<file path="src/srf_pkg.sv">
package srf_pkg;

  localparam int unsigned QuoW = 17;
  localparam int unsigned NumW = 50;
  localparam int unsigned DenW = 34;
  localparam int unsigned CosW = 18;
  localparam int unsigned SqrW = 35;
  localparam int unsigned XW   = 18;
  localparam int unsigned PW   = 22;
  localparam int unsigned PowStages = 4;

  localparam logic [QuoW-1:0] OneQ16 = 17'h10000;

  typedef struct packed {
    logic [NumW-1:0]        rem_a;
    logic [QuoW-1:0]        quo_a;
    logic [DenW-1:0]        den_a;
    logic [NumW-1:0]        rem_b;
    logic [QuoW-1:0]        quo_b;
    logic [DenW-1:0]        den_b;
    logic signed [CosW-1:0] cos;
    logic                   use_sqrt;
    logic                   tir;
    logic                   s_zero;
  } srf_div_t;

  typedef struct packed {
    logic [SqrW-1:0]        rem;
    logic [QuoW-1:0]        root;
    logic signed [CosW-1:0] cos;
    logic                   use_sqrt;
    logic                   tir;
    logic [QuoW-1:0]        r0;
  } srf_sqrt_t;

  typedef struct packed {
    logic [XW-1:0]   x;
    logic [PW-1:0]   p;
    logic [QuoW-1:0] r0;
    logic            tir;
  } srf_pow_t;

endpackage

</file>
<file path="src/srf_div_cell.sv">
module srf_div_cell
  import srf_pkg::*;
#(
  parameter int unsigned STEP = 0
) (
  input  logic     clk_i,
  input  logic     rst_ni,
  input  logic     en_i,
  input  logic     valid_i,
  input  srf_div_t data_i,
  output logic     valid_o,
  output srf_div_t data_o
);

  logic     valid_q;
  srf_div_t data_d, data_q;
  logic [NumW-1:0] sh_a, sh_b;

  always_comb begin
    data_d = data_i;
    sh_a   = NumW'(data_i.den_a) << STEP;
    sh_b   = NumW'(data_i.den_b) << STEP;
    if (data_i.rem_a >= sh_a) begin
      data_d.rem_a       = data_i.rem_a - sh_a;
      data_d.quo_a[STEP] = 1'b1;
    end
    if (data_i.rem_b >= sh_b) begin
      data_d.rem_b       = data_i.rem_b - sh_b;
      data_d.quo_b[STEP] = 1'b1;
    end
  end

  always_ff @(posedge clk_i or negedge rst_ni) begin
    if (!rst_ni) begin
      valid_q <= 1'b0;
    end else if (en_i) begin
      valid_q <= valid_i;
    end
  end

  always_ff @(posedge clk_i) begin
    if (en_i) begin
      data_q <= data_d;
    end
  end

  assign valid_o = valid_q;
  assign data_o  = data_q;

endmodule

</file>
<file path="config.mk">
export PLATFORM = sky130hd
export DESIGN_NAME = srf_div_cell
export DESIGN_NICKNAME = d
export VERILOG_FILES = /design/src/srf_pkg.sv /design/src/srf_div_cell.sv
export SDC_FILE = /design/constraint.sdc
export NUM_CORES = 1
export LEC_CHECK = 0
export ABC_CLOCK_PERIOD_IN_PS = 800
export BUFFER_PORTS_ARGS = -buffer_cell sky130_fd_sc_hd__buf_4
export CAP_MARGIN = 0
export CELL_PAD_IN_SITES_DETAIL_PLACEMENT = 0
export CELL_PAD_IN_SITES_GLOBAL_PLACEMENT = 1
export CORE_AREA = 2 2 209 211
export CTS_CLUSTER_DIAMETER = 100
export DETAILED_ROUTE_END_ITERATION = 10
export DIE_AREA = 0 0 211 213
export GPL_TIMING_DRIVEN = 0
export PLACE_DENSITY_LB_ADDON = 0.1
export SLEW_MARGIN = 0
export SYNTH_ARGS = -nofsm -noshare
export SYNTH_HDL_FRONTEND = slang
export SYNTH_SLANG_ARGS = --single-unit
export TNS_END_PERCENT = 10
</file>
<file path="constraint.sdc">
create_clock -name clk_i -period 0.8 [get_ports clk_i]
set_clock_uncertainty 0.05 [all_clocks]
set_input_delay 0.08 -clock clk_i [delete_from_list [all_inputs] [get_ports clk_i]]
set_output_delay 0.08 -clock clk_i [all_outputs]
set_load 0.05 [all_outputs]
</file>
==> metrics, run 1 <==
RSZ-0062 raised after global routing true; area post-placement approximately 17000 um2; largest net degree at the start of global routing between 100 and 150; clock share of power 0.312; PortBufs 450; gr ovfl total 0; Final Hold Fails between 50 and 60; peak supply drop ~1700 uV; sequential share of the synthesized area 0.532; Final GP Congestion approximately 0.80; Synth area leader edfxtp_1; Worst Hold Slack -0.347 ns; pins over their slew limit 0; synth unique cells 68; DP Wirelength between 30000 and 40000 um; clk sink count around 220; antenna violations before repair 3; most frequent cells after synthesis edfxtp_1 (223), a21oi_1 (117), nor2_1 (94); total number of H-tree levels 1; fin util 0.548; Post-Syn Instances roughly 1200; final worst slack -1.87 ns; DRT Pass-1 Iters 5; Synthesis Warnings 0; max_slew headroom 0.486; fin nets between 2000 and 2500; dpl cells ~2200; Setup-failing EPs final approximately 440; syn_nets approximately 1500; Setup crit start kind primary input; Top FF cell, synth edfxtp_1; power per cell area ~1900 nW/um2; Worst EP arrival approximately 2.9 ns; final antenna-violating net count 0; fin crit period roughly 2.7 ns; CTS buffer count 29; share of layout cells above drive strength 1 0.437; Vias 12400; Rows 76; final instance area about 23000 um2; Core ar. 42700 um2; die height approximately 210 um; Int Power roughly 30000 uW; Flop pwr share 0.337; Switching Share 0.338; CTS clock-pin slew for the worst setup and hold paths roughly 0.060 ns; WL final 52900 um; Iteration-0 DRC Markers 822; Crit. End Element flop; first-pass GRT wire length ~74000 um; f_max between 300 and 400 MHz; Leakage ~0.0096 uW; Synth area leaders edfxtp_1 (53%), ha_1 (6.7%), a21oi_1 (4.6%); failing checks negative hold slack, negative setup slack; Layout Cells excl Fill 2514; All-Layer GR Usage 0.217; Avg Vias per Cell between 4 and 5; Worst-Skew Late Latency around 0.57 ns; top-count cell post-synth edfxtp_1; CTS tree built; Hold Crit Class primary input to flop; logic gate share of total power 0.351; critical path type primary input to flop; share of synthesized registers carrying an async set or reset 0.00446; # Max-Cap Violations 0; mean routed wirelength per cell between 20 and 25 um; fin crit share 3.34; number of synthesized flops with an enable pin approximately 220; vias in the first global route between 10000 and 15000; Layout area overhead 85.5%; area share of the largest cell type after synthesis 0.530; Die Width approximately 210 um; die area between 40000 and 50000 um2; post-synthesis area per instance 10.7 um2; root buf cell clkbuf_16; DRC viols 0; critical path required time between 1 and 1.5 ns; CP max FO 7; io pins between 400 and 500; status finished with violations; CTS max path bufs 3; worst-margin pin slew roughly 0.77 ns; Mapped Area 12600 um2; Yosys reg bits between 200 and 250; P_sw between 15000 and 20000 uW; Initial Util 0.296
==> final cells by class <==
| cell class | instances | area (um2) |
|---|---|---|
| Antenna cell | 2 | 5.00 |
| Buffer | 23 | 342 |
| Clock buffer | 35 | 748 |
| Clock inverter | 16 | 255 |
| Fill cell | 3722 | 19300 |
| Inverter | 86 | 350 |
| Multi-Input combinational cell | 818 | 6880 |
| Sequential cell | 224 | 6720 |
| Tap cell | 546 | 683 |
| Timing Repair Buffer | 764 | 7430 |
==> cells in the final DEF (no fill, tap or decap), types with 8 or more instances in the layout <==
cell / count
o21ai_1: 9
a21oi_2: 32
nand2b_1: 12
o21ai_2: 12
xor2_1: 38
ha_1: 21
or3_1: 10
nor3_1: 16
o21bai_1: 11
edfxtp_1: 223
clkbuf_16: 38
dlygate4sd3_1: 216
nand4_1: 24
clkbuf_1: 8
nor2b_1: 9
a21o_1: 30
buf_4: 289
o211ai_1: 11
ha_2: 11
a21oi_1: 80
nor2_1: 70
nand3_1: 20
ha_4: 36
nor2_2: 21
xnor2_1: 48
inv_2: 20
nand2_2: 8
o21a_1: 9
o21ai_0: 36
buf_12: 11
nand2_1: 74
buf_6: 243
inv_1: 61
==> cells by family (layout without fill, tap and decap cells) <==
kind of cell               after synthesis  after routing  synth area share
and+or+nand+nor                        344            344             0.133
AOI/OAI and AO/OA                      315            315             0.159
DFF                                    224            224             0.532
buffers and inverters                  137            924            0.0432
xor gates and xnor gates                88             88            0.0611
adders and majority gates               70             70            0.0706
muxes                                    1              1          0.000892
other                                    0              2                 0
==> layer usage <==
layer / share of wire / vias to the layer above / track usage
li1: - / 5921 / -
met1: 0.45 / 6008 / 0.294
met2: 0.45 / 442 / 0.341
met3: 0.077 / 65 / 0.0597
met4: 0.027 / 4 / 0.0619
met5: 0.00057 / - / 0
==> critical path, stage by stage <==
cell	delay, ns
buf_12	0.11
inv_12	0.04
ha_4	0.12
inv_2	0.03
fa_2	0.33
a21o_1	0.19
a221o_1	0.37
a2111o_1	0.47
a221oi_4	0.37
buf_6	0.15
a21oi_4	0.06
nor3_4	0.15
buf_12	0.16
nor3b_4	0.19
xor2_1	0.10
==> power by group through the flow <==
stage	Clock (uW)	Combinational, uW	Sequential, uW
after global routing	14800	16600	15200
after detailed placement	0	12400	15100
after floorplan	0	3490	19400
after CTS	14400	14300	14800
after global placement	0	12400	15100
final	14000	15700	15100
==> final timing paths <==
check	endpoint	cells after the start	from	slack [ns]
setup / recovery	data_o[118]	15	data_i[72]	-1.87
min in group asynchronous	valid_o	3	rst_ni	0.30
max in group asynchronous	valid_o	3	rst_ni	0.30
hold / removal	data_o[122]	1	data_i[122]	-0.35
setup reg to reg	valid_o	1	valid_o	-0.02
hold reg to reg	valid_o	1	valid_o	0.50
==> stage by stage <==
stage,total power (uW),TNS (ns),setup WS [ns],hold slack (ns)
2_1_floorplan,22900,-183.02,-2.16,-0.266
3_3_place_gp,27400,-712.96,-3.03,-0.195
3_5_place_dp,27400,-421.57,-3.03,-0.193
4_1_cts,43500,-318.34,-1.92,-0.383
5_1_grt,46500,-287.07,-1.95,-0.377
6_report,44700,-263.05,-1.87,-0.347
==> flip-flops by register name (all words and copies together), names as in the netlist <==
| register | cells |
|---|---|
| data_o | 223 |
| valid_o | 1 |
==> what timing repair did <==
action | CTS | global route
hold buffers | 216 | 9
hold endpoints to repair | 236 | 53
setup endpoints to repair | 446 | 446
gates resized for setup | 237 | 380
setup buffers | 59 | 22
cloned | 2 | 7
pin swaps | 77 | 55
Power figures use the tool's default switching activity.
==> inputs of run 2 (changes only) <==
--- a/config.mk
+++ b/config.mk
@@ -10,10 +10,10 @@
 export CAP_MARGIN = 0
 export CELL_PAD_IN_SITES_DETAIL_PLACEMENT = 0
 export CELL_PAD_IN_SITES_GLOBAL_PLACEMENT = 1
-export CORE_AREA = 2 2 209 211
+export CORE_AREA = 2 2 186 188
 export CTS_CLUSTER_DIAMETER = 100
 export DETAILED_ROUTE_END_ITERATION = 10
-export DIE_AREA = 0 0 211 213
+export DIE_AREA = 0 0 188 190
 export GPL_TIMING_DRIVEN = 0
 export PLACE_DENSITY_LB_ADDON = 0.1
 export SLEW_MARGIN = 0
==> constraint.sdc (replaced) <==
create_clock -name clk_i -period 0.8 [get_ports clk_i]
set_clock_uncertainty 0.05 [all_clocks]
set_input_delay 0.04 -clock clk_i [delete_from_list [all_inputs] [get_ports clk_i]]
set_output_delay 0.04 -clock clk_i [all_outputs]
set_load 0.05 [all_outputs]
==> run 2 against run 1 <==
Net effect:
- the flow still finishes with violations (negative hold slack, negative setup slack)
- core utilization up 13 points
- worst hold slack better by 0.0093 ns
- register-to-register slack worse by 0.02 ns
- flip-flop and latch count unchanged
- combinational power about the same
- worst setup slack worse by 0.030 ns
- sequential share of layout area up 0.27 points
- clock power down 10%
- fmax down 1.1%
- cell area down 0.95%
- final cell count down 4.1%
- critical path depth down 2
- critical path type unchanged
- highest routed layer unchanged
==> metrics, run 2 (same netlist as run 1, synthesis figures left out) <==
max_slew headroom 0.466 (-0.0196); final antenna-violating net count 0 (unchanged); critical path type primary input to flop; final worst slack -1.90 ns (-0.0299 ns); Worst path depth 13 (-2); DP Wirelength 33800 um (-8.1%); clk sink count 224 (unchanged); peak supply drop 1440 uV (-17%); CTS tree built; Worst-Skew Late Latency 0.55 ns (-0.02 ns); antenna violations before repair 1 (-2); Leakage 0.00948 uW (-0.97%); Top cell by count, worst path a2111o_1; Worst EP arrival 2.94 ns (about the same); total number of H-tree levels 1 (unchanged); Worst Hold Slack -0.338 ns (+0.00933 ns); DRT Pass-1 Iters 5 (unchanged); Crit. End Element flop; Initial Util 0.372 (+0.0762); CTS max path bufs 3 (unchanged); area post-placement 16800 um2 (-0.51%); Avg Vias per Cell 5.18 (+4.7%); mean routed wirelength per cell 20.8 um (-1.0%); Final GP Congestion 0.839 (+4.4%); f_max 370 MHz (-1.1%); failing checks negative hold slack, negative setup slack; io pins 451 (unchanged); Buf+Inv Stages, Crit Path 3 (-2); Setup TNS Final -244.05 ns (+19.00 ns); Setup crit start kind primary input; fin nets 2232 (-0.49%); clock share of power 0.290 (-0.022); largest net degree at the start of global routing 90 (-26%); fin util 0.683 (+0.135); R2R depth 1 (unchanged); worst-margin pin slew 0.794 ns (+0.0292 ns); Hold Crit Class primary input to flop; Max stage delay cell, worst path a2111o_1; PortBufs 450 (unchanged); highest cell delay on the worst timing path 0.54 ns (+0.07 ns); All-Layer GR Usage 0.262 (+0.0445); Rows 68 (-11%); power per cell area 1870 nW/um2 (-2.4%); pins over their slew limit 0 (unchanged); RSZ-0062 raised after global routing true; Die Width 188 um (-11%); Setup-failing EPs final 327 (-25%); # Max-Cap Violations 0 (unchanged); first-pass GRT wire length 72900 um (-1.9%); end of the critical path data_o[116]; share of layout cells above drive strength 1 0.442 (+0.00553); DRC viols 0 (unchanged); most frequent cells in the layout buf_4 (273), buf_6 (258), edfxtp_1 (223); Switching Share 0.342 (+0.00376); logic gate share of total power 0.361 (+0.010); Final Hold Fails 80 (+51%); Layout area overhead 83.7%; Core ar. 33900 um2 (-20%); critical path, cell by cell buf_12 > inv_12 > ha_4 > inv_2 > fa_2 > a21o_1 > a221o_1 > a2111o_1 > a221oi_4 > a21oi_2 > a2111o_1 > nor3_2 > xor2_1; die height 190 um (-11%); WL final 50200 um (-5.1%); R2R Path End valid_o; Antenna diodes 0 (-2); CP Launch Point data_i[72]; vias in the first global route 12500 (+0.80%); CTS buffer count 27 (-6.9%); Iteration-0 DRC Markers 725 (-12%); fin crit period 2.70 ns (+0.0299 ns); status finished with violations; P_sw 14800 uW (-2.2%); final instance area 23200 um2 (-0.95%); FF-to-FF Start valid_o; Int Power 28500 uW (-3.8%); Vias 12500 (+0.38%); fin crit share 3.38 (+0.0374); die area 35700 um2 (-21%); CTS clock-pin slew for the worst setup and hold paths 0.06 ns (about the same); root buf cell clkbuf_16; internal reg-to-reg setup slack -0.04 ns (-0.02 ns); total power 43300 uW (-3.3%); worst hold stages 1 (unchanged); gr ovfl total 0 (unchanged); Top delay family on crit path compound AO/OA/AOI/OAI gates; commonest non-fill, non-tap cell in the layout buf_4; Flop pwr share 0.348 (+0.011); CP max FO 3 (-4); max FFs per register 223 (unchanged); critical path required time 1.04 ns (-0.02 ns)
-- run 2: cell count changes in the layout (fill, tap and decap cells not counted), sizes merged --
cell,previous run,this run
clkbuf,50,42
clkinv,5,11
dlymetal6s4s,7,2
dlygate4sd3,216,212
buf,549,551
bufinv,6,4
diode,2,0
-- run 2: timing repair --
item	4_1_cts	5_1_grt
endpoints found under the setup margin	326	387
gates cloned	3	5
resized for setup	436	197
pin swaps	67	61
hold buffers	207	12
buffers inserted	53	29
hold endpoints to repair	280	84
-- run 2: final cells by class --
cell class              count  area [um2]
well taps                 455         569
clock buffers              29         683
flip-flops and latches    224        6720
clock inverters            20         210
repair buffers            755        7340
inverters                  86         350
plain buffers              23         370
multi-input cells         818        6950
fillers                  2550       10800
-- run 2: power groups by stage --
stage               combinational [uW]  clock, uW  sequential (uW)
floorplan                         3490          0            19400
global placement                 12100          0            15000
global route                     16400      13200            15200
finish                           15600      12600            15100
CTS                              14700      12800            15000
detailed placement               12200          0            15000
-- run 2: how the worst min path moves through the flow --
stage          slack, ns        start          end
2_1_floorplan      -0.31       rst_ni      valid_o
3_3_place_gp       -0.23       rst_ni      valid_o
3_5_place_dp       -0.23       rst_ni      valid_o
4_1_cts            -0.37  data_i[122]  data_o[122]
5_1_grt            -0.36   data_i[21]   data_o[21]
6_report           -0.34  data_i[122]  data_o[122]
-- run 2: per-layer routing --
layer / routed length, um / part of all wire / vias to the layer above / track usage
met3: 3640 / 0.073 / 70 / 0.0577
met1: 21300 / 0.42 / 6062 / 0.343
met2: 24000 / 0.48 / 462 / 0.437
met5: 16 / 0.00032 / - / 0
met4: 1190 / 0.024 / 2 / 0.0739
li1: - / - / 5891 / -
-- run 2: through the flow --
stage | setup WS [ns] | cells
2_1_floorplan | -2.12 | 1179
3_3_place_gp | -2.90 | 2084
3_5_place_dp | -2.95 | 2086
4_1_cts | -1.85 | 2373
5_1_grt | -1.95 | 2410
6_report | -1.90 | 2410
