==> src/srf_pkg.sv <==
package srf_pkg;

  localparam int unsigned QuoW = 17;
  localparam int unsigned NumW = 50;
  localparam int unsigned DenW = 34;
  localparam int unsigned CosW = 18;
  localparam int unsigned SqrW = 35;
  localparam int unsigned XW   = 18;
  localparam int unsigned PW   = 22;
  localparam int unsigned PowStages = 4;

  localparam logic [QuoW-1:0] OneQ16 = 17'h10000;

  typedef struct packed {
    logic [NumW-1:0]        rem_a;
    logic [QuoW-1:0]        quo_a;
    logic [DenW-1:0]        den_a;
    logic [NumW-1:0]        rem_b;
    logic [QuoW-1:0]        quo_b;
    logic [DenW-1:0]        den_b;
    logic signed [CosW-1:0] cos;
    logic                   use_sqrt;
    logic                   tir;
    logic                   s_zero;
  } srf_div_t;

  typedef struct packed {
    logic [SqrW-1:0]        rem;
    logic [QuoW-1:0]        root;
    logic signed [CosW-1:0] cos;
    logic                   use_sqrt;
    logic                   tir;
    logic [QuoW-1:0]        r0;
  } srf_sqrt_t;

  typedef struct packed {
    logic [XW-1:0]   x;
    logic [PW-1:0]   p;
    logic [QuoW-1:0] r0;
    logic            tir;
  } srf_pow_t;

endpackage

==> src/srf_pow_cell.sv <==
module srf_pow_cell
  import srf_pkg::*;
(
  input  logic     clk_i,
  input  logic     rst_ni,
  input  logic     en_i,
  input  logic     valid_i,
  input  srf_pow_t data_i,
  output logic     valid_o,
  output srf_pow_t data_o
);

  logic     valid_q;
  srf_pow_t data_d, data_q;
  logic [PW+XW-1:0] prod;

  always_comb begin
    data_d   = data_i;
    prod     = data_i.p * data_i.x;
    data_d.p = prod[PW+15:16];
  end

  always_ff @(posedge clk_i or negedge rst_ni) begin
    if (!rst_ni) begin
      valid_q <= 1'b0;
    end else if (en_i) begin
      valid_q <= valid_i;
    end
  end

  always_ff @(posedge clk_i) begin
    if (en_i) begin
      data_q <= data_d;
    end
  end

  assign valid_o = valid_q;
  assign data_o  = data_q;

endmodule

==> config.mk <==
export PLATFORM = sky130hd
export DESIGN_NAME = srf_pow_cell
export DESIGN_NICKNAME = d
export VERILOG_FILES = /design/src/srf_pkg.sv /design/src/srf_pow_cell.sv
export SDC_FILE = /design/constraint.sdc
export NUM_CORES = 1
export LEC_CHECK = 0
export BUFFER_PORTS_ARGS = -buffer_cell sky130_fd_sc_hd__buf_4
export CAP_MARGIN = 0
export CORE_MARGIN = 4
export CORE_UTILIZATION = 68
export DETAILED_ROUTE_END_ITERATION = 12
export PLACE_DENSITY = 0.89
export SLEW_MARGIN = 20
export SYNTH_ARGS = -nofsm -noshare
export SYNTH_HDL_FRONTEND = slang
export SYNTH_SLANG_ARGS = --single-unit
==> constraint.sdc <==
create_clock -name clk_i -period 1.2 [get_ports clk_i]
set_input_delay 0.12 -clock clk_i [delete_from_list [all_inputs] [get_ports clk_i]]
set_output_delay 0.12 -clock clk_i [all_outputs]
set_load 0.02 [all_outputs]
==> results of run 1 <==
## kinds of logic after synthesis
logic type / after synthesis
muxes: 1
xor gates and xnor gates: 29
AOI/OAI and AO/OA: 83
adders and majority gates: 417
DFF: 59
buffers and inverters: 412
and+or+nand+nor: 456
## through the flow
| step | std cells | area, um^2 |
|---|---|---|
| CTS | 2037 | 18400 |
| detailed placement | 1971 | 16800 |
| global placement | 1971 | 16800 |
| floorplan | 1457 | 14500 |
## routing by layer
layer | global-route usage, % | overflow
met2 | 93.3 | 99
met3 | 57.9 | 1
met4 | 79.6 | 66
met1 | 72.6 | 0
met5 | 16.1 | 0
## cells in the mapped netlist, types with 2 or more instances
| master | count | area share (%) |
|---|---|---|
| nand3_1 | 3 | 0.11 |
| a31o_2 | 2 | 0.13 |
| xor2_1 | 10 | 0.63 |
| or3_1 | 2 | 0.090 |
| buf_2 | 4 | 0.14 |
| a21o_1 | 10 | 0.54 |
| and4_1 | 2 | 0.13 |
| a31oi_1 | 4 | 0.18 |
| and2_1 | 160 | 7.2 |
| nand4_1 | 11 | 0.49 |
| nor2_1 | 11 | 0.30 |
| nand2_1 | 250 | 6.7 |
| o21ai_0 | 16 | 0.57 |
| and3_1 | 2 | 0.090 |
| ha_1 | 100 | 9.0 |
| edfxtp_1 | 58 | 13 |
| a21oi_1 | 30 | 1.1 |
| clkbuf_1 | 68 | 1.8 |
| inv_1 | 340 | 9.2 |
| nor4_1 | 2 | 0.090 |
| a211o_1 | 2 | 0.13 |
| xnor2_1 | 19 | 1.2 |
| fa_1 | 317 | 46 |
| nand2b_1 | 3 | 0.13 |
| o31ai_2 | 2 | 0.18 |
| nor3_1 | 6 | 0.22 |
| o21bai_1 | 2 | 0.11 |
## repair_timing
| action | in CTS |
|---|---|
| gates resized for setup | 209 |
| hold endpoints to repair | 19 |
| setup endpoints to repair | 22 |
| gates cloned | 1 |
| buffers inserted | 30 |
| pin swaps | 116 |
| hold buffers | 19 |
==> run metrics, run 1 <==
ys flop type edfxtp_1; Post-Syn Nets 1,936; Yosys Warn Count 0; worst_ep kind register data pin; area share of xor/xnor cells in the synthesized design 1.82%; status stopped before the end; number of CTS-inserted buffers 9; clk sinks 59; #FFs+latches synth 59; GRT overflow 166; Port Buffers 120; sequential share of the synthesized area 12.7%; pin count of the biggest net entering global routing 30; library cells used by synthesis 48; Vert. Die Dim 151 um; Post-Syn Area per Cell 9.56 um^2; clk buf depth 2; GP Congestion 0.938; I/O pin total 121; EDFF count, synth 58; largest family of logic cells by synthesized area adder cells; adder-cell share of the synthesized area 54.5%; Root Buffer Master clkbuf_16; Synth Area in Compound Gates 3.97%; first error [ERROR GRT-0232] Routing congestion too high. Check the congestion heatmap in the GUI.; area of the mapped netlist 0.0139 mm^2; Halt Stage global routing; Initial Util 69.1%; Std-Cell Rows 52; DP HPWL 33.0 mm; H-Tree Depth 3; ys async rst share 1.69%; Synth Area in Simple Gates 15.8%; DIE WIDTH 151 um; Total GRT Usage 74.8%; synthesized netlist cell count 1,457; pre-CTS setup slack -4610 ps; GR repair worst EP data_o[39]$_DFFE_PP_/D; post-synthesis mux area share 0.0808%
==> run 2, diff against run 1 <==
--- a/config.mk
+++ b/config.mk
@@ -8,9 +8,9 @@
 export BUFFER_PORTS_ARGS = -buffer_cell sky130_fd_sc_hd__buf_4
 export CAP_MARGIN = 0
 export CORE_MARGIN = 4
-export CORE_UTILIZATION = 68
+export CORE_UTILIZATION = 40
 export DETAILED_ROUTE_END_ITERATION = 12
-export PLACE_DENSITY = 0.89
+export PLACE_DENSITY_LB_ADDON = 0.15
 export SLEW_MARGIN = 20
 export SYNTH_ARGS = -nofsm -noshare
 export SYNTH_HDL_FRONTEND = slang
==> run metrics, run 2 <==
worst skew pair latency 350 ps; violated checks negative setup slack; die area 0.0379 mm^2; initial antenna violation count 0; Reg clk slew, reported paths 60 ps; worst-margin pin slew 395 ps; Total GRT Usage 21.5%; status finished, violations left; Commonest cells post-synth inv_1, fa_1, nand2_1; DRT iter0 DRCs 351; vias 10,800; ys async rst share 1.69% (unchanged); drt wl/cell 17.4 um; I/O pin total 121 (unchanged); WHS Path Cells 1; number of CTS-inserted buffers 9 (unchanged); share of cells above drive strength 1 31.9%; Final Hold Fails 0; Vert. Die Dim 195 um (+29%); WP data arrival 5260 ps; Std-Cell Rows 68 (+31%); RSZ-0062 raised after global routing true; synthesized netlist cell count 1,457 (unchanged); Post-Syn Nets 1,936 (unchanged); DRC 0; Layout area overhead 36.5%; Initial Util 40.4% (-29 points); Hold Slack 18.1 ps; EDFF count, synth 58 (unchanged); Period Utilization, post-route 429%; antenna viol nets, final 0; DR pass1 iterations 5; nets@finish 2,251; worst min path class primary input to flop; clk sinks 59 (unchanged); sequential share of the synthesized area 12.7% (unchanged); final wirelength 38.8 mm; #FFs+latches synth 59 (unchanged); Fin Clk Skew 0 ps; Root Buffer Master clkbuf_16; Max Fanout on Critical Path 6; Synth area leaders fa_1, edfxtp_1, inv_1; Fmax 194 MHz; endpoint class of the critical path flop; Reg2Reg Depth 1; TritonCTS clock tree built; critical path class primary input to flop; GP Congestion 0.853 (-9.1%); max reg flops 58; clk buf depth 2 (unchanged); final worst setup slack -3950 ps; first-pass GRT wire length 63.6 mm; DIE WIDTH 195 um (+29%); max_cap viols 0; area of the mapped netlist 0.0139 mm^2 (unchanged); Diodes inserted 0; Yosys Warn Count 0 (unchanged); crit start category primary input; Core Region 0.0345 mm^2; Vias/cell 4.83; Port Buffers 120 (unchanged); DP HPWL 32.1 mm (-2.9%); H-Tree Depth 3 (unchanged); GRT overflow 0; pin count of the biggest net entering global routing 30; # setup viols final 22; Yosys top cell by area fa_1; worst relative slew slack 73.6%; Slew Limit Fails 0; commonest cells after routing, fill and taps aside inv_1, fa_1, buf_4; critical path data required time 1310 ps; Final Critical Period 5150 ps; most common cell after layout, fill and taps aside inv_1; Post-Syn Area per Cell 9.56 um^2 (unchanged); top-count cell post-synth inv_1; vias in the first global route 12,100; area share of the largest cell type after synthesis 45.6% (unchanged); ys flop type edfxtp_1; library cells used by synthesis 48 (unchanged); area post-placement 0.0171 mm^2 (+1.6%); post-route cell area 0.0190 mm^2
run 2: cell counts after synthesis:
No cell type changed its count.
run 2: worst paths after layout:
check	start	slack (ps)	endpoint
worst max-delay path	data_i[49]	-3950	data_o[33]
worst min-delay path	data_i[50]	20	data_o[50]
worst max register to register	valid_o	460	valid_o
worst min register to register	valid_o	510	valid_o
max in group asynchronous	rst_ni	1040	valid_o
min in group asynchronous	rst_ni	80	valid_o
run 2: layout make-up:
| class | count | area, um^2 |
|---|---|---|
| clock buffer | 11 | 233 |
| clock inverter | 5 | 53.8 |
| fill | 3068 | 15400 |
| inverter | 340 | 1280 |
| multi-input combinational | 986 | 11600 |
| sequential | 59 | 1770 |
| tap | 455 | 569 |
| timing repair buffer | 376 | 3550 |
run 2: what timing repair did:
| action | CTS | global route |
|---|---|---|
| hold endpoints to repair | 21 | 0 |
| pin swaps | 88 | 40 |
| setup buffers | 13 | 13 |
| endpoints found under the setup margin | 22 | 23 |
| cloned | 4 | 0 |
| gates resized for setup | 188 | 86 |
| hold buffers | 21 | 0 |
run 2: stage by stage:
step                      util, %  setup TNS (ps)  instances  setup WS, ps
after global routing         55.2          -84820       2232         -4080
after floorplan                 -          -83010       1457         -4080
final                        55.2          -81890       2232         -3950
after global placement       49.5          -96060       2165         -4760
after CTS                    53.8          -81880       2219         -3920
after detailed placement     49.5          -96520       2165         -4740
run 2: worst max-delay path, stage by stage:
cell	delay, ps
buf_12	100
buf_12	120
nand2_2	50
fa_1	540
inv_2	40
fa_1	510
fa_1	590
fa_1	430
fa_1	510
inv_2	40
fa_1	520
inv_2	50
ha_4	210
a21o_1	170
a21o_1	190
or3_4	350
nor3_4	220
nor2_4	80
a211o_1	270
xor2_1	140
run 2: logic make-up (layout without fill, tap and decap cells):
| family | count (synthesis) | in the layout | share of synthesized area, % |
|---|---|---|---|
| and+or+nand+nor | 456 | 456 | 15.8 |
| adders and majority gates | 417 | 417 | 54.5 |
| buffers and inverters | 412 | 732 | 11.1 |
| AOI/OAI and AO/OA | 83 | 83 | 3.97 |
| DFF | 59 | 59 | 12.7 |
| xor gates and xnor gates | 29 | 29 | 1.82 |
| muxes | 1 | 1 | 0.0808 |
run 2: routing by layer:
metal	GRT usage, %	part of all wire, %	up-vias
li1	-	-	4939
met1	25.1	39	5584
met2	40.4	55	189
met3	2.70	3.0	58
met4	7.21	3.0	0
met5	0	0	-
Power of run 2 is not shown: default switching activity piles up to over one toggle a cycle in this logic, so the estimate is an artifact.
==> run 3, diff against run 2 <==
--- a/config.mk
+++ b/config.mk
@@ -7,7 +7,6 @@
 export LEC_CHECK = 0
 export BUFFER_PORTS_ARGS = -buffer_cell sky130_fd_sc_hd__buf_4
 export CAP_MARGIN = 0
-export CORE_MARGIN = 4
 export CORE_UTILIZATION = 40
 export DETAILED_ROUTE_END_ITERATION = 12
 export PLACE_DENSITY_LB_ADDON = 0.15
==> run metrics, run 3 (synthesis results as in run 2) <==
Total GRT Usage 23.0% (+1.5 points); violated checks negative setup slack; DRC 0 (unchanged); Max Fanout on Critical Path 14 (+8); worst skew pair latency 340 ps (about the same); clk sinks 59 (unchanged); endpoint class of the critical path flop; pre-CTS setup slack -4650 ps (+87.6 ps); H-Tree Depth 3 (unchanged); Reg clk slew, reported paths 60 ps (about the same); pin count of the biggest net entering global routing 29 (-3.3%); vias 10,700 (-0.76%); Layout area overhead 35.4%; DIE WIDTH 189 um (-3.1%); status finished, violations left; Initial Util 41.1% (+0.70 points); Vert. Die Dim 189 um (-3.1%); antenna viol nets, final 0 (unchanged); I/O pin total 121 (unchanged); Slew Limit Fails 0 (unchanged); FF-to-FF Start valid_o; Period Utilization, post-route 426% (-3.4 points); Final Critical Period 5110 ps (-40.7 ps); end of the worst hold path data_o[53]; RSZ-0062 raised after global routing true; most common cell after layout, fill and taps aside inv_1; clk buf depth 2 (unchanged); number of CTS-inserted buffers 9 (unchanged); Fin Clk Skew 0 ps (unchanged); Final Hold Fails 0 (unchanged); hold wc startpoint data_i[53]; Vias/cell 4.80 (-0.45%); Core Region 0.0339 mm^2 (-1.7%); Diodes inserted 0 (unchanged); worst min path class primary input to flop; Reg2Reg Depth 1 (unchanged); die area 0.0356 mm^2 (-6.1%); worst relative slew slack 73.0% (-0.60 points); DR pass1 iterations 4 (-1); WP data arrival 5280 ps (+20 ps); Port Buffers 120 (unchanged); WHS Path Cells 1 (unchanged); commonest cells after routing, fill and taps aside inv_1, fa_1, buf_4; critical path class primary input to flop; TritonCTS clock tree built; share of cells above drive strength 1 31.1% (-0.79 points); GRT overflow 0 (unchanged); max_cap viols 0 (unchanged); Std-Cell Rows 67 (-1.5%); # setup viols final 22 (unchanged); GP Congestion 0.873 (+2.4%); Core Util, Final 55.7% (+0.48 points); final wirelength 38.0 mm (-2.1%); max reg flops 58 (unchanged); DRT iter0 DRCs 362 (+3.1%); worst reg2reg endpoint valid_o; DP HPWL 31.6 mm (-1.4%); first-pass GRT wire length 63.0 mm (-0.98%); drt wl/cell 17.1 um (-1.8%); reg2reg setup slack 460 ps (about the same); worst-margin pin slew 400 ps (+4.73 ps); Fmax 196 MHz (+0.80%); initial antenna violation count 0 (unchanged); final worst setup slack -3910 ps (+40.7 ps); critical path data required time 1370 ps (+60 ps); crit start category primary input; vias in the first global route 12,200 (+1.1%); Root Buffer Master clkbuf_16; nets@finish 2,251 (unchanged)
run 3: cell count changes in the layout (fill, tap and decap cells not counted), sizes merged:
| cell | before | now |
|---|---|---|
| dlygate4sd3 | 21 | 20 |
| bufbuf | 2 | 0 |
| clkinvlp | 2 | 1 |
| buf | 353 | 356 |
| bufinv | 1 | 2 |
run 3: layout make-up:
class                   instances  area, um^2
inverters                     340        1280
multi-input cells             986       11500
well taps                     448         561
clock buffers                  11         243
flip-flops and latches         59        1770
fillers                      3070       15000
clock inverters                 5        77.6
repair buffers                376        3480
run 3: through the flow:
step	hold slack (ps)	setup TNS [ps]	instances	area [um^2]
floorplan	-176	-83010	1457	14500
global placement	-104	-95740	2165	17100
detailed placement	-103	-96000	2165	17100
CTS	12.5	-82310	2216	18600
global route	22.9	-85950	2225	18900
finish	34.1	-82770	2225	18900
run 3: worst max-delay path by stage:
stage | start | endpoint | slack (ps) | depth (start not counted)
2_1_floorplan | data_i[57] | data_o[33] | -4080 | 19
3_3_place_gp | data_i[46] | data_o[35] | -4660 | 22
3_5_place_dp | data_i[46] | data_o[35] | -4650 | 22
4_1_cts | data_i[34] | data_o[33] | -3890 | 20
5_1_grt | data_i[51] | data_o[33] | -4030 | 19
6_report | data_i[29] | data_o[26] | -3910 | 21
run 3: layer usage:
layer	vias to the layer above	global-route usage [%]	wire (um)
li1	4932	-	-
met1	5573	26.7	15000
met2	143	44.8	21300
met3	40	2.09	853
met4	0	5.71	806
met5	-	0	0
run 3: worst max-delay path: stages:
cell,delay (ps)
buf_6,140
buf_4,180
nand2_1,80
fa_1,510
fa_2,600
fa_1,420
inv_1,80
fa_1,450
fa_1,490
inv_1,50
fa_1,470
inv_1,60
ha_4,280
nand4_1,110
a211o_4,320
o21ai_4,290
buf_4,170
buf_6,80
nand4_1,60
nand2_1,100
xor2_2,190
run 3: timing repair:
item	4_1_cts	5_1_grt
cloned	3	0
endpoints found under the hold margin	20	0
setup buffers	13	10
pin swaps	94	51
setup endpoints to repair	22	22
hold buffers	20	0
resized for setup	187	65
Power of run 3 is left out for the same reason.
