$ cat src/srf_pkg.sv
package srf_pkg;

  localparam int unsigned QuoW = 17;
  localparam int unsigned NumW = 50;
  localparam int unsigned DenW = 34;
  localparam int unsigned CosW = 18;
  localparam int unsigned SqrW = 35;
  localparam int unsigned XW   = 18;
  localparam int unsigned PW   = 22;
  localparam int unsigned PowStages = 4;

  localparam logic [QuoW-1:0] OneQ16 = 17'h10000;

  typedef struct packed {
    logic [NumW-1:0]        rem_a;
    logic [QuoW-1:0]        quo_a;
    logic [DenW-1:0]        den_a;
    logic [NumW-1:0]        rem_b;
    logic [QuoW-1:0]        quo_b;
    logic [DenW-1:0]        den_b;
    logic signed [CosW-1:0] cos;
    logic                   use_sqrt;
    logic                   tir;
    logic                   s_zero;
  } srf_div_t;

  typedef struct packed {
    logic [SqrW-1:0]        rem;
    logic [QuoW-1:0]        root;
    logic signed [CosW-1:0] cos;
    logic                   use_sqrt;
    logic                   tir;
    logic [QuoW-1:0]        r0;
  } srf_sqrt_t;

  typedef struct packed {
    logic [XW-1:0]   x;
    logic [PW-1:0]   p;
    logic [QuoW-1:0] r0;
    logic            tir;
  } srf_pow_t;

endpackage

$ cat src/srf_sqrt_cell.sv
module srf_sqrt_cell
  import srf_pkg::*;
#(
  parameter int unsigned STEP = 0
) (
  input  logic      clk_i,
  input  logic      rst_ni,
  input  logic      en_i,
  input  logic      valid_i,
  input  srf_sqrt_t data_i,
  output logic      valid_o,
  output srf_sqrt_t data_o
);

  logic      valid_q;
  srf_sqrt_t data_d, data_q;
  logic [SqrW-1:0] trial;

  always_comb begin
    data_d = data_i;
    trial  = (SqrW'(data_i.root) << (STEP + 1)) + (SqrW'(1) << (2 * STEP));
    if (data_i.rem >= trial) begin
      data_d.rem        = data_i.rem - trial;
      data_d.root[STEP] = 1'b1;
    end
  end

  always_ff @(posedge clk_i or negedge rst_ni) begin
    if (!rst_ni) begin
      valid_q <= 1'b0;
    end else if (en_i) begin
      valid_q <= valid_i;
    end
  end

  always_ff @(posedge clk_i) begin
    if (en_i) begin
      data_q <= data_d;
    end
  end

  assign valid_o = valid_q;
  assign data_o  = data_q;

endmodule

$ cat config.mk
export PLATFORM = sky130hd
export DESIGN_NAME = srf_sqrt_cell
export DESIGN_NICKNAME = d
export VERILOG_FILES = /design/src/srf_pkg.sv /design/src/srf_sqrt_cell.sv
export SDC_FILE = /design/constraint.sdc
export NUM_CORES = 1
export LEC_CHECK = 0
export BUFFER_PORTS_ARGS = -buffer_cell sky130_fd_sc_hd__buf_4
export CORE_MARGIN = 5
export CORE_UTILIZATION = 44
export DETAILED_ROUTE_END_ITERATION = 12
export PLACE_DENSITY_LB_ADDON = 0.2
export SLEW_MARGIN = 20
export SYNTH_ARGS = -nofsm -noshare
export SYNTH_HDL_FRONTEND = slang
export SYNTH_SLANG_ARGS = --single-unit
export TNS_END_PERCENT = 10
$ cat constraint.sdc
create_clock -name clk_i -period 0.8 [get_ports clk_i]
set_input_delay 0.16 -clock clk_i [delete_from_list [all_inputs] [get_ports clk_i]]
set_output_delay 0.16 -clock clk_i [all_outputs]
set_load 0.005 [all_outputs]
==> metrics.csv, run 1 <==
stage,metric,value,unit
drt,drt_iter0_drc,341,
sta,min_period_over_period,253,%
global_route,grt_max_degree,32,
layout,layout-drive-gt1-share,58.7,%
layout,nFillCells,429,
pwr,power.leakage,3.64,nW
sta,rsz0062_at_grt,yes,
worst_setup_path,worst-path-buf-inv,2,
placement,place_hpwl,10.5,mm
sta,worstMarginPinSlew,515,ps
die,start_util,45.5,%
placement,port_buffers,182,
pwr,power.density,1540,nW/um^2
die,die_y,111,microns
worst_setup_path,cpMaxStageDelayCell,or4_4,
flow_run,drv_cap,0,
sta,setup_viol,126,
pwr,irDropWorstVdd,0.954,mV
clock_network,cts_max_path_buffers,2,
placement,dp.cells,757,
sta,min_period,2020,ps
clock_network,cts_made_buffers,9,
die,ios,183,
sta,fin_setup_tns,-65960,ps
layout,finalNonFillerCells,852,
run_status,violations,negative setup slack,
yosys,synth_cell_types,56,
sta,slew_violations,0,
clock_network,path_clk_slew,90,ps
layout,mostFrequentLayoutCells,"buf_4, edfxtp_1, buf_6, dlygate4sd3_1, xor2_1",
layout,final_common_cell,buf_4,
global_route,grt.overflow.total,0,
worst_setup_path,rr_worst_depth,1,
global_route,grt_pass1_wl,25.4,mm
clock_network,clock-root-buffer,clkbuf_8,
global_route,antenna_found_initial,0,
drt,routed_via_density,5.39,
run_status,status,"complete, but fails checks",
yosys,synth_area,4460,sq um
hold_path,whs_path_depth,2,
clock_network,cts_tree,yes,
layout,nets,826,
global_route,grt_use_total,26.3,%
sta,fmax,0.494,GHz
worst_setup_path,path_max_fanout,3,
worst_setup_path,worstPathArrival,2150,ps
sta,fin_skew,0,ps
worst_setup_path,startpoint_type,input pin,
layout,syn_to_final_growth,92.9,%
placement,dp_slack,-1730,ps
worst_setup_path,crit_chain,"buf_6, or4_4, buf_4, nor3_4, nand3_2, nand3_4, o21ai_4, or4b_4, xnor2_2",
drt,vias,4589,
layout,multi_input_area,2260,sq um
clock_network,htreeDepth,3,
drt,wirelength,18.5,mm
yosys,ys.flop_type,edfxtp_1,
yosys,ys_async_sr_fraction,1.11,%
clock_network,clk_latency,370,ps
drt,ant_nets,0,
pwr,power,13.2,mW
yosys,synthesis.nets,471,
sta,post-route-worst-setup-slack,-1220,ps
worst_setup_path,reg2reg_from,valid_o,
drt,wl_per_cell,21.7,microns
worst_setup_path,cpLargestDelayFamily,simple AND/OR/NAND/NOR gates,
yosys,syn_inst,359,
worst_setup_path,crit_start,data_i[75],
clock_network,clock-sinks,90,
die,die-area,12300,sq um
yosys,ys_seq_elements,90,
worst_setup_path,cp-end-kind,flop,
placement,globalplace.congestion,0.850,
sta,slew-limit-headroom,65.4,%
layout,seq_area,2700,sq um
hold_path,hp-start,valid_i,
worst_setup_path,worst_path_largest_cell_delay,550,ps
worst_setup_path,worstSetupPathType,input pin to flop,
drt,drt_pass1_iterations,5,
yosys,syn_area_per_cell,12.4,sq um
worst_setup_path,worst_ep_required_time,930,ps
die,coreArea,9820,sq um
global_route,first_global_vias,4643,
die,row_count,36,
sta,hold_violations,0,
worst_setup_path,cp.depth,9,
drt,drc,0,
layout,diodes,0,
die,die_w,111,microns
hold_path,hold_path_class,input pin to flop,
yosys,synth_seq_area_share,60.4,%
yosys,synth_edf_count,89,
yosys,yosysWarnings,0,
flip-flops by register name, indices dropped and copies added, names as in the netlist:
register  count
data_o       89
valid_o       1
synthesized netlist by cell type, types with 2 or more instances:
library cell	instances	area [sq um]
clkbuf_1	3	11.3
ha_1	18	225
nor2_1	18	67.6
nor4_1	6	37.5
o21ai_0	26	130
mux2_2	4	45.0
o221ai_1	2	17.5
xnor2_1	9	78.8
a31oi_1	2	12.5
a31o_2	2	17.5
buf_4	2	15.0
or3_1	3	18.8
o211ai_1	2	15.0
nand2_1	29	109
nor3b_1	2	15.0
xor2_1	22	193
o2111a_1	2	22.5
o21a_1	3	22.5
nand4b_1	2	17.5
inv_1	23	86.3
edfxtp_1	89	2670
nor3_1	14	70.1
a211oi_1	3	22.5
o21bai_1	2	15.0
a21oi_1	15	75.1
buf_2	4	20.0
nand3_1	9	45.0
a21o_1	4	30.0
o311ai_0	2	17.5
nor2b_1	3	18.8
o31ai_1	2	15.0
nand2b_1	6	37.5
nand4_1	3	18.8
final cells by class:
| class | instances | area share (%) |
|---|---|---|
| clock buffer | 9 | 1.44 |
| sequential | 90 | 31.3 |
| multi-input combinational | 237 | 26.2 |
| tap | 133 | 1.93 |
| timing repair buffer | 353 | 37.0 |
| clock inverter | 7 | 0.872 |
| inverter | 23 | 1.18 |
routing by layer:
metal  up-vias  global-route usage, %  share of wire [%]
met4         0                   7.72                1.5
met2       231                   46.4                 53
li1       2061                      -                  -
met5         -                      0                  0
met3        25                   6.11                6.2
met1      2272                   32.1                 40
metrics by stage:
step                      cell area [sq um]  utilization (%)  hold slack [ps]
after detailed placement               6910             70.3            -61.6
final                                  8610             87.7             25.7
after CTS                              8250             84.0             7.59
after floorplan                        4690                -             -136
after global placement                 6910             70.3            -64.6
after global routing                   8610             87.7             5.25
worst paths after layout:
kind	slack (ps)	end
min in group asynchronous	120	valid_o
worst min-delay path	30	valid_o
worst max-delay path	-1220	data_o[84]
worst min register to register	550	valid_o
worst max register to register	30	valid_o
max in group asynchronous	600	valid_o
power breakdown:
part           switching, mW  internal [mW]
combinational           1.70           2.28
sequential             0.211           5.73
clock                   1.85           1.46
cell families after synthesis:
kind of cell / share of synthesized area, %
adder cells (fa/ha/maj): 5.49
multiplexers: 1.01
AO/OA/AOI/OAI: 11.4
flip-flops: 60.4
buffers and inverters: 2.97
AND/OR/NAND/NOR: 12.3
XOR/XNOR: 6.45
timing repair:
item,4_1_cts,5_1_grt
endpoints found under the hold margin,54,0
resized for setup,107,86
endpoints found under the setup margin,126,126
cloned,4,0
setup buffers,14,9
hold buffers,54,0
pin swaps,25,29
Power figures use the tool's default switching activity.
==> run 2: changes to the inputs <==
PLACE_DENSITY = 0.85   (was not set)
PLACE_DENSITY_LB_ADDON = not set   (was 0.2)
==> metrics.csv, run 2 (synthesis gave the netlist of run 1 again) <==
stage,metric,value,unit,change
die,die_w,111,microns,unchanged
layout,largest_register_ffs,89,,unchanged
sta,fmax,0.442,GHz,-10%
drt,vias,5148,,+12%
sta,post-route-worst-setup-slack,-1460,ps,-237 ps
drt,wl_met3,2.64,mm,+130%
pwr,irDropWorstVdd,1.05,mV,+10%
pwr,power,13.7,mW,+3.7%
flow_run,drv_cap,0,,unchanged
drt,wl_per_cell,27.0,microns,+24%
sta,min_period,2260,ps,+237 ps
hold_path,hold_path_class,input pin to flop,,
run_status,violations,negative setup slack,,
sta,setup_viol,126,,unchanged
worst_setup_path,worstSetupPathType,input pin to flop,,
sta,hold-worst-slack,3.62,ps,-22.1 ps
sta,slew_violations,0,,unchanged
sta,rsz0062_at_grt,yes,,
drt,drt_pass1_iterations,6,,+1
layout,nets,819,,-0.85%
pwr,power.density,1620,nW/um^2,+5.3%
layout,multi_input_area,2240,sq um,-0.72%
worst_setup_path,cp-end-kind,flop,,
global_route,first_global_vias,4486,,-3.4%
clock_network,cts_tree,yes,,
global_route,grt_max_degree,32,,unchanged
die,start_util,45.5,%,unchanged
worst_setup_path,rr_worst_depth,1,,unchanged
die,row_count,36,,unchanged
clock_network,cts_made_buffers,9,,unchanged
layout,fin_area,8480,sq um,-1.5%
sta,slew-limit-headroom,63.1,%,-2.2 points
worst_setup_path,startpoint_type,input pin,,
placement,port_buffers,182,,unchanged
worst_setup_path,worst_ep_required_time,1030,ps,+100 ps
layout,mostFrequentLayoutCells,"buf_4, edfxtp_1, dlygate4sd3_1, buf_6, nand2_1",,
placement,placed_area,6890,sq um,-0.29%
drt,highest_layer,met4,,
placement,dp_slack,-1680,ps,+48.3 ps
drt,routed_via_density,6.09,,+13%
global_route,grt_use_total,26.4,%,+0.091 points
layout,seq_area,2700,sq um,unchanged
worst_setup_path,path_max_fanout,3,,unchanged
clock_network,clk_latency,400,ps,+30 ps
layout,layout-drive-gt1-share,57.7,%,-0.97 points
pwr,power.leakage,3.53,nW,-2.9%
layout,final_common_cell,buf_4,,
clock_network,path_clk_slew,120,ps,+30 ps
drt,wirelength,22.9,mm,+24%
sta,hold_violations,0,,unchanged
run_status,status,"complete, but fails checks",,
clock_network,clock-sinks,90,,unchanged
sta,fin_skew,0,ps,unchanged
sta,min_period_over_period,283,%,+30 points
drt,wl_met2,10.8,mm,+10%
global_route,antenna_found_initial,1,,+1
die,ios,183,,unchanged
drt,wl_met1,8.01,mm,+9.4%
die,die-area,12300,sq um,unchanged
worst_setup_path,worstPathArrival,2490,ps,+340 ps
clock_network,clock-root-buffer,clkbuf_8,,
placement,globalplace.congestion,0.864,,+1.7%
placement,place_hpwl,10.4,mm,-0.46%
clock_network,cts_max_path_buffers,2,,unchanged
drt,drc,0,,unchanged
die,die_y,111,microns,unchanged
die,coreArea,9820,sq um,unchanged
sta,worstMarginPinSlew,549,ps,+33.8 ps
hold_path,whs_path_depth,2,,unchanged
layout,syn_to_final_growth,90.0,%,
drt,ant_nets,0,,unchanged
drt,drt_iter0_drc,722,,+110%
clock_network,htreeDepth,3,,unchanged
global_route,grt.overflow.total,0,,unchanged
global_route,grt_pass1_wl,25.5,mm,+0.43%
layout,nFillCells,411,,-4.2%
run 2: timing repair:
item / in CTS / in global routing
resized for setup: 78 / 108
pin swaps: 24 / 25
cloned: 0 / 1
buffers inserted: 7 / 12
hold buffers: 52 / 1
endpoints found under the hold margin: 52 / 1
setup endpoints to repair: 126 / 127
run 2: routing by layer:
metal / track usage [%] / up-vias
met2: 47.4 / 530
met4: 7.31 / 0
met3: 6.50 / 159
met5: 0 / -
li1: - / 2047
met1: 31.5 / 2412
run 2: power breakdown:
group / internal (mW) / total, mW / leakage (nW) / switching (mW)
clock network: 1.47 / 3.50 / 0.0939 / 2.04
logic: 2.32 / 4.24 / 2.56 / 1.92
registers: 5.74 / 5.99 / 0.883 / 0.251
run 2: worst max-delay path, cell delays in order:
cell      delay, ps
buf_4           120
inv_1           100
ha_4            230
buf_4           150
o21a_1          210
o21ai_1         290
nor3b_2         110
a221oi_2        280
buf_4           200
buf_6           110
o311ai_1        110
nor2_1          210
xor2_1          200
run 2: layout make-up:
type | count | area share (%)
Sequential cell | 90 | 31.8
Multi-Input combinational cell | 237 | 26.4
Clock buffer | 9 | 1.46
Tap cell | 133 | 1.96
Antenna cell | 1 | 0.0295
Clock inverter | 7 | 0.885
Timing Repair Buffer | 346 | 36.0
Inverter | 23 | 1.40
run 2: per-stage QoR:
stage                     setup TNS (ps)  std cells  util [%]
after floorplan                   -43770        359         -
after global placement            -60150        756      70.1
after detailed placement          -60680        756      70.1
after CTS                         -59750        831      80.7
after global routing              -71690        846      86.4
final                             -68410        846      86.4
run 2: worst paths after layout:
| path | from | to | slack, ps |
|---|---|---|---|
| worst max register to register | valid_o | valid_o | 0 |
| worst min register to register | valid_o | valid_o | 590 |
| min in group asynchronous | rst_ni | valid_o | 80 |
| max in group asynchronous | rst_ni | valid_o | 640 |
| worst max-delay path | data_i[45] | data_o[86] | -1460 |
| worst min-delay path | valid_i | valid_o | 4 |
==> run 3: changes to the inputs <==
ABC_AREA = 1   (was not set)
CORE_UTILIZATION = 46   (was 44)
PLACE_DENSITY = 0.86   (was 0.85)
==> metrics.csv, run 3 <==
stage,metric,value,unit,change
yosys,synthesis.nets,672,,+43%
sta,fin_skew,0,ps,unchanged
worst_setup_path,worst_ep_required_time,960,ps,-70 ps
clock_network,cts_tree,yes,,
yosys,ys.flop_type,edfxtp_1,,
clock_network,cts_made_buffers,9,,unchanged
pwr,power,14.4,mW,+4.7%
sta,rsz0062_at_grt,yes,,
yosys,synth_edf_count,89,,unchanged
layout,final_common_cell,buf_4,,
yosys,yosysMostFrequentCell,nand2_1,,
placement,globalplace.congestion,0.903,,+4.4%
clock_network,cts_max_path_buffers,2,,unchanged
global_route,grt.overflow.total,0,,unchanged
global_route,grt_pass1_wl,34.2,mm,+34%
global_route,grt_use_total,34.1,%,+7.6 points
run_status,violations,negative setup slack,,
drt,drt_iter0_drc,859,,+19%
yosys,ys_seq_elements,90,,unchanged
worst_setup_path,worstSetupPathType,input pin to flop,,
hold_path,hold_path_class,input pin to flop,,
placement,placed_area,7790,sq um,+13%
yosys,syn_area_per_cell,9.18,sq um,-26%
layout,layout-drive-gt1-share,53.6,%,-4.1 points
die,ios,183,,unchanged
pwr,power.density,1540,nW/um^2,-5.1%
worst_setup_path,cpMaxStageDelayCell,nor2_1,,
pwr,irDropWorstVdd,1.14,mV,+7.8%
yosys,netlist.top_cell.by_area,edfxtp_1,,
sta,setup_viol,128,,+1.6%
yosys,synth_top_area_share,52.0,%,-7.9 points
worst_setup_path,crit_chain,"buf_6, inv_4, ha_4, nand2_4, inv_2, a21oi_4, buf_4, buf_4, nor2_1, nor2_1, nand2_2, nand2_2, nand2_1, nand2_1, a21oi_2",,
sta,hold_violations,0,,unchanged
yosys,synthTopCellsByCount,"nand2_1, inv_1, edfxtp_1",,
layout,fin_util,86.0,%,-0.39 points
yosys,yosysWarnings,0,,unchanged
clock_network,path_clk_slew,120,ps,about the same
die,die_w,116,microns,+4.5%
die,coreArea,10900,sq um,+11%
clock_network,htreeDepth,3,,unchanged
die,die_y,116,microns,+4.5%
drt,drc,0,,unchanged
clock_network,clock-root-buffer,clkbuf_8,,
global_route,antenna_found_initial,0,,-1
layout,mostFrequentLayoutCells,"buf_4, nand2_1, edfxtp_1, inv_1, buf_6",,
worst_setup_path,cp-end-kind,flop,,
sta,slew-limit-headroom,75.0,%,+12 points
layout,diodes,0,,-1
sta,min_period_over_period,229,%,-54 points
worst_setup_path,worst_path_largest_cell_delay,260,ps,-30 ps
placement,port_buffers,182,,unchanged
global_route,grt_max_degree,29,,-9.4%
pwr,power.leakage,4.24,nW,+20%
layout,nets,1047,,+28%
drt,ant_nets,0,,unchanged
worst_setup_path,startpoint_type,input pin,,
placement,dp.cells,987,,+31%
drt,wl_per_cell,24.7,microns,-8.7%
die,start_util,47.2,%,+1.8 points
yosys,synth_area,5140,sq um,+15%
yosys,synth_cell_types,32,,-43%
die,row_count,38,,+5.6%
yosys,synth_seq_area_share,52.5,%,-8.0 points
worst_setup_path,worstPathArrival,1990,ps,-500 ps
yosys,synthTopCellsByArea,"edfxtp_1, nand2_1, inv_1, ha_1, nor2_1",,
placement,place_hpwl,13.7,mm,+32%
drt,drt_pass1_iterations,8,,+2
drt,vias,6211,,+21%
layout,fin_area,9360,sq um,+10%
worst_setup_path,path_max_fanout,3,,unchanged
clock_network,clock-sinks,90,,unchanged
run_status,status,"complete, but fails checks",,
drt,routed_via_density,5.75,,-5.5%
layout,largest_register_ffs,89,,unchanged
layout,finalNonFillerCells,1080,,+28%
sta,worstMarginPinSlew,373,ps,-176 ps
yosys,ys_async_sr_fraction,1.11,%,unchanged
sta,slew_violations,0,,unchanged
sta,post-route-worst-setup-slack,-1030,ps,+429 ps
sta,hold-worst-slack,41.7,ps,+38.1 ps
flow_run,drv_cap,0,,unchanged
sta,fmax,0.546,GHz,+23%
sta,min_period,1830,ps,-429 ps
die,die-area,13400,sq um,+9.2%
yosys,syn_inst,560,,+56%
worst_setup_path,rrSetupSlack,-40,ps,-40 ps
drt,wirelength,26.7,mm,+16%
clock_network,clk_latency,380,ps,-20 ps
global_route,first_global_vias,6134,,+37%
layout,syn_to_final_growth,82.0,%,
-- run 3: area by class of cell --
| class | instances | area (sq um) |
|---|---|---|
| multi-input cells | 370 | 2630 |
| flip-flops and latches | 90 | 2700 |
| fillers | 476 | 1530 |
| repair buffers | 364 | 3160 |
| clock buffers | 11 | 151 |
| inverters | 96 | 409 |
| repair inverters | 4 | 65.1 |
| clock inverters | 5 | 67.6 |
| well taps | 140 | 175 |
-- run 3: worst paths after layout --
path                       startpoint    endpoint  depth (start not counted)
setup / recovery           data_i[45]  data_o[85]                         15
hold / removal             data_i[39]  data_o[39]                          2
setup reg to reg              valid_o     valid_o                          1
hold reg to reg               valid_o     valid_o                          1
max in group asynchronous      rst_ni     valid_o                          2
min in group asynchronous      rst_ni     valid_o                          2
-- run 3: where the power goes --
part | leakage (nW) | internal, mW | switching, mW
registers | 0.883 | 5.73 | 0.256
logic | 3.25 | 2.43 | 2.27
clock network | 0.112 | 1.67 | 2.02
total | 4.24 | 9.84 | 4.54
-- run 3: kinds of logic after synthesis --
| logic type | share of synthesized area [%] |
|---|---|
| compound gates | 6.86 |
| xor+xnor | 2.90 |
| fa+ha+maj | 4.77 |
| buf+inv | 8.44 |
| flops | 52.5 |
| mux | 0.219 |
| simple gates | 24.4 |
-- run 3: timing repair --
item,in CTS,in global routing
hold buffers,53,0
setup endpoints to repair,126,127
endpoints found under the hold margin,53,0
setup buffers,13,7
cloned,4,0
pin swaps,22,26
gates resized for setup,89,90
-- run 3: layer usage --
metal  GRT usage, %  wire, microns  part of all wire [%]  vias to the layer above
met4           14.8           2000                   7.5                        0
met2           60.6          12500                    47                      611
met3           7.47           3280                    12                      188
met5              0              0                     0                        -
met1           39.6           8870                    33                     2833
li1               -              -                     -                     2579
-- run 3: worst max-delay path: cells and delay by family --
kind	cells	cell delay, ps
adders and majority gates	1	240
and+or+nand+nor	7	850
AOI/OAI and AO/OA	2	240
buffers and inverters	5	480
-- run 3: stage by stage --
| step | setup TNS (ps) | setup slack, ps |
|---|---|---|
| CTS | -47480 | -682 |
| detailed placement | -47730 | -1200 |
| finish | -57960 | -1030 |
| global route | -59580 | -1070 |
| floorplan | -29690 | -882 |
| global placement | -45120 | -1180 |
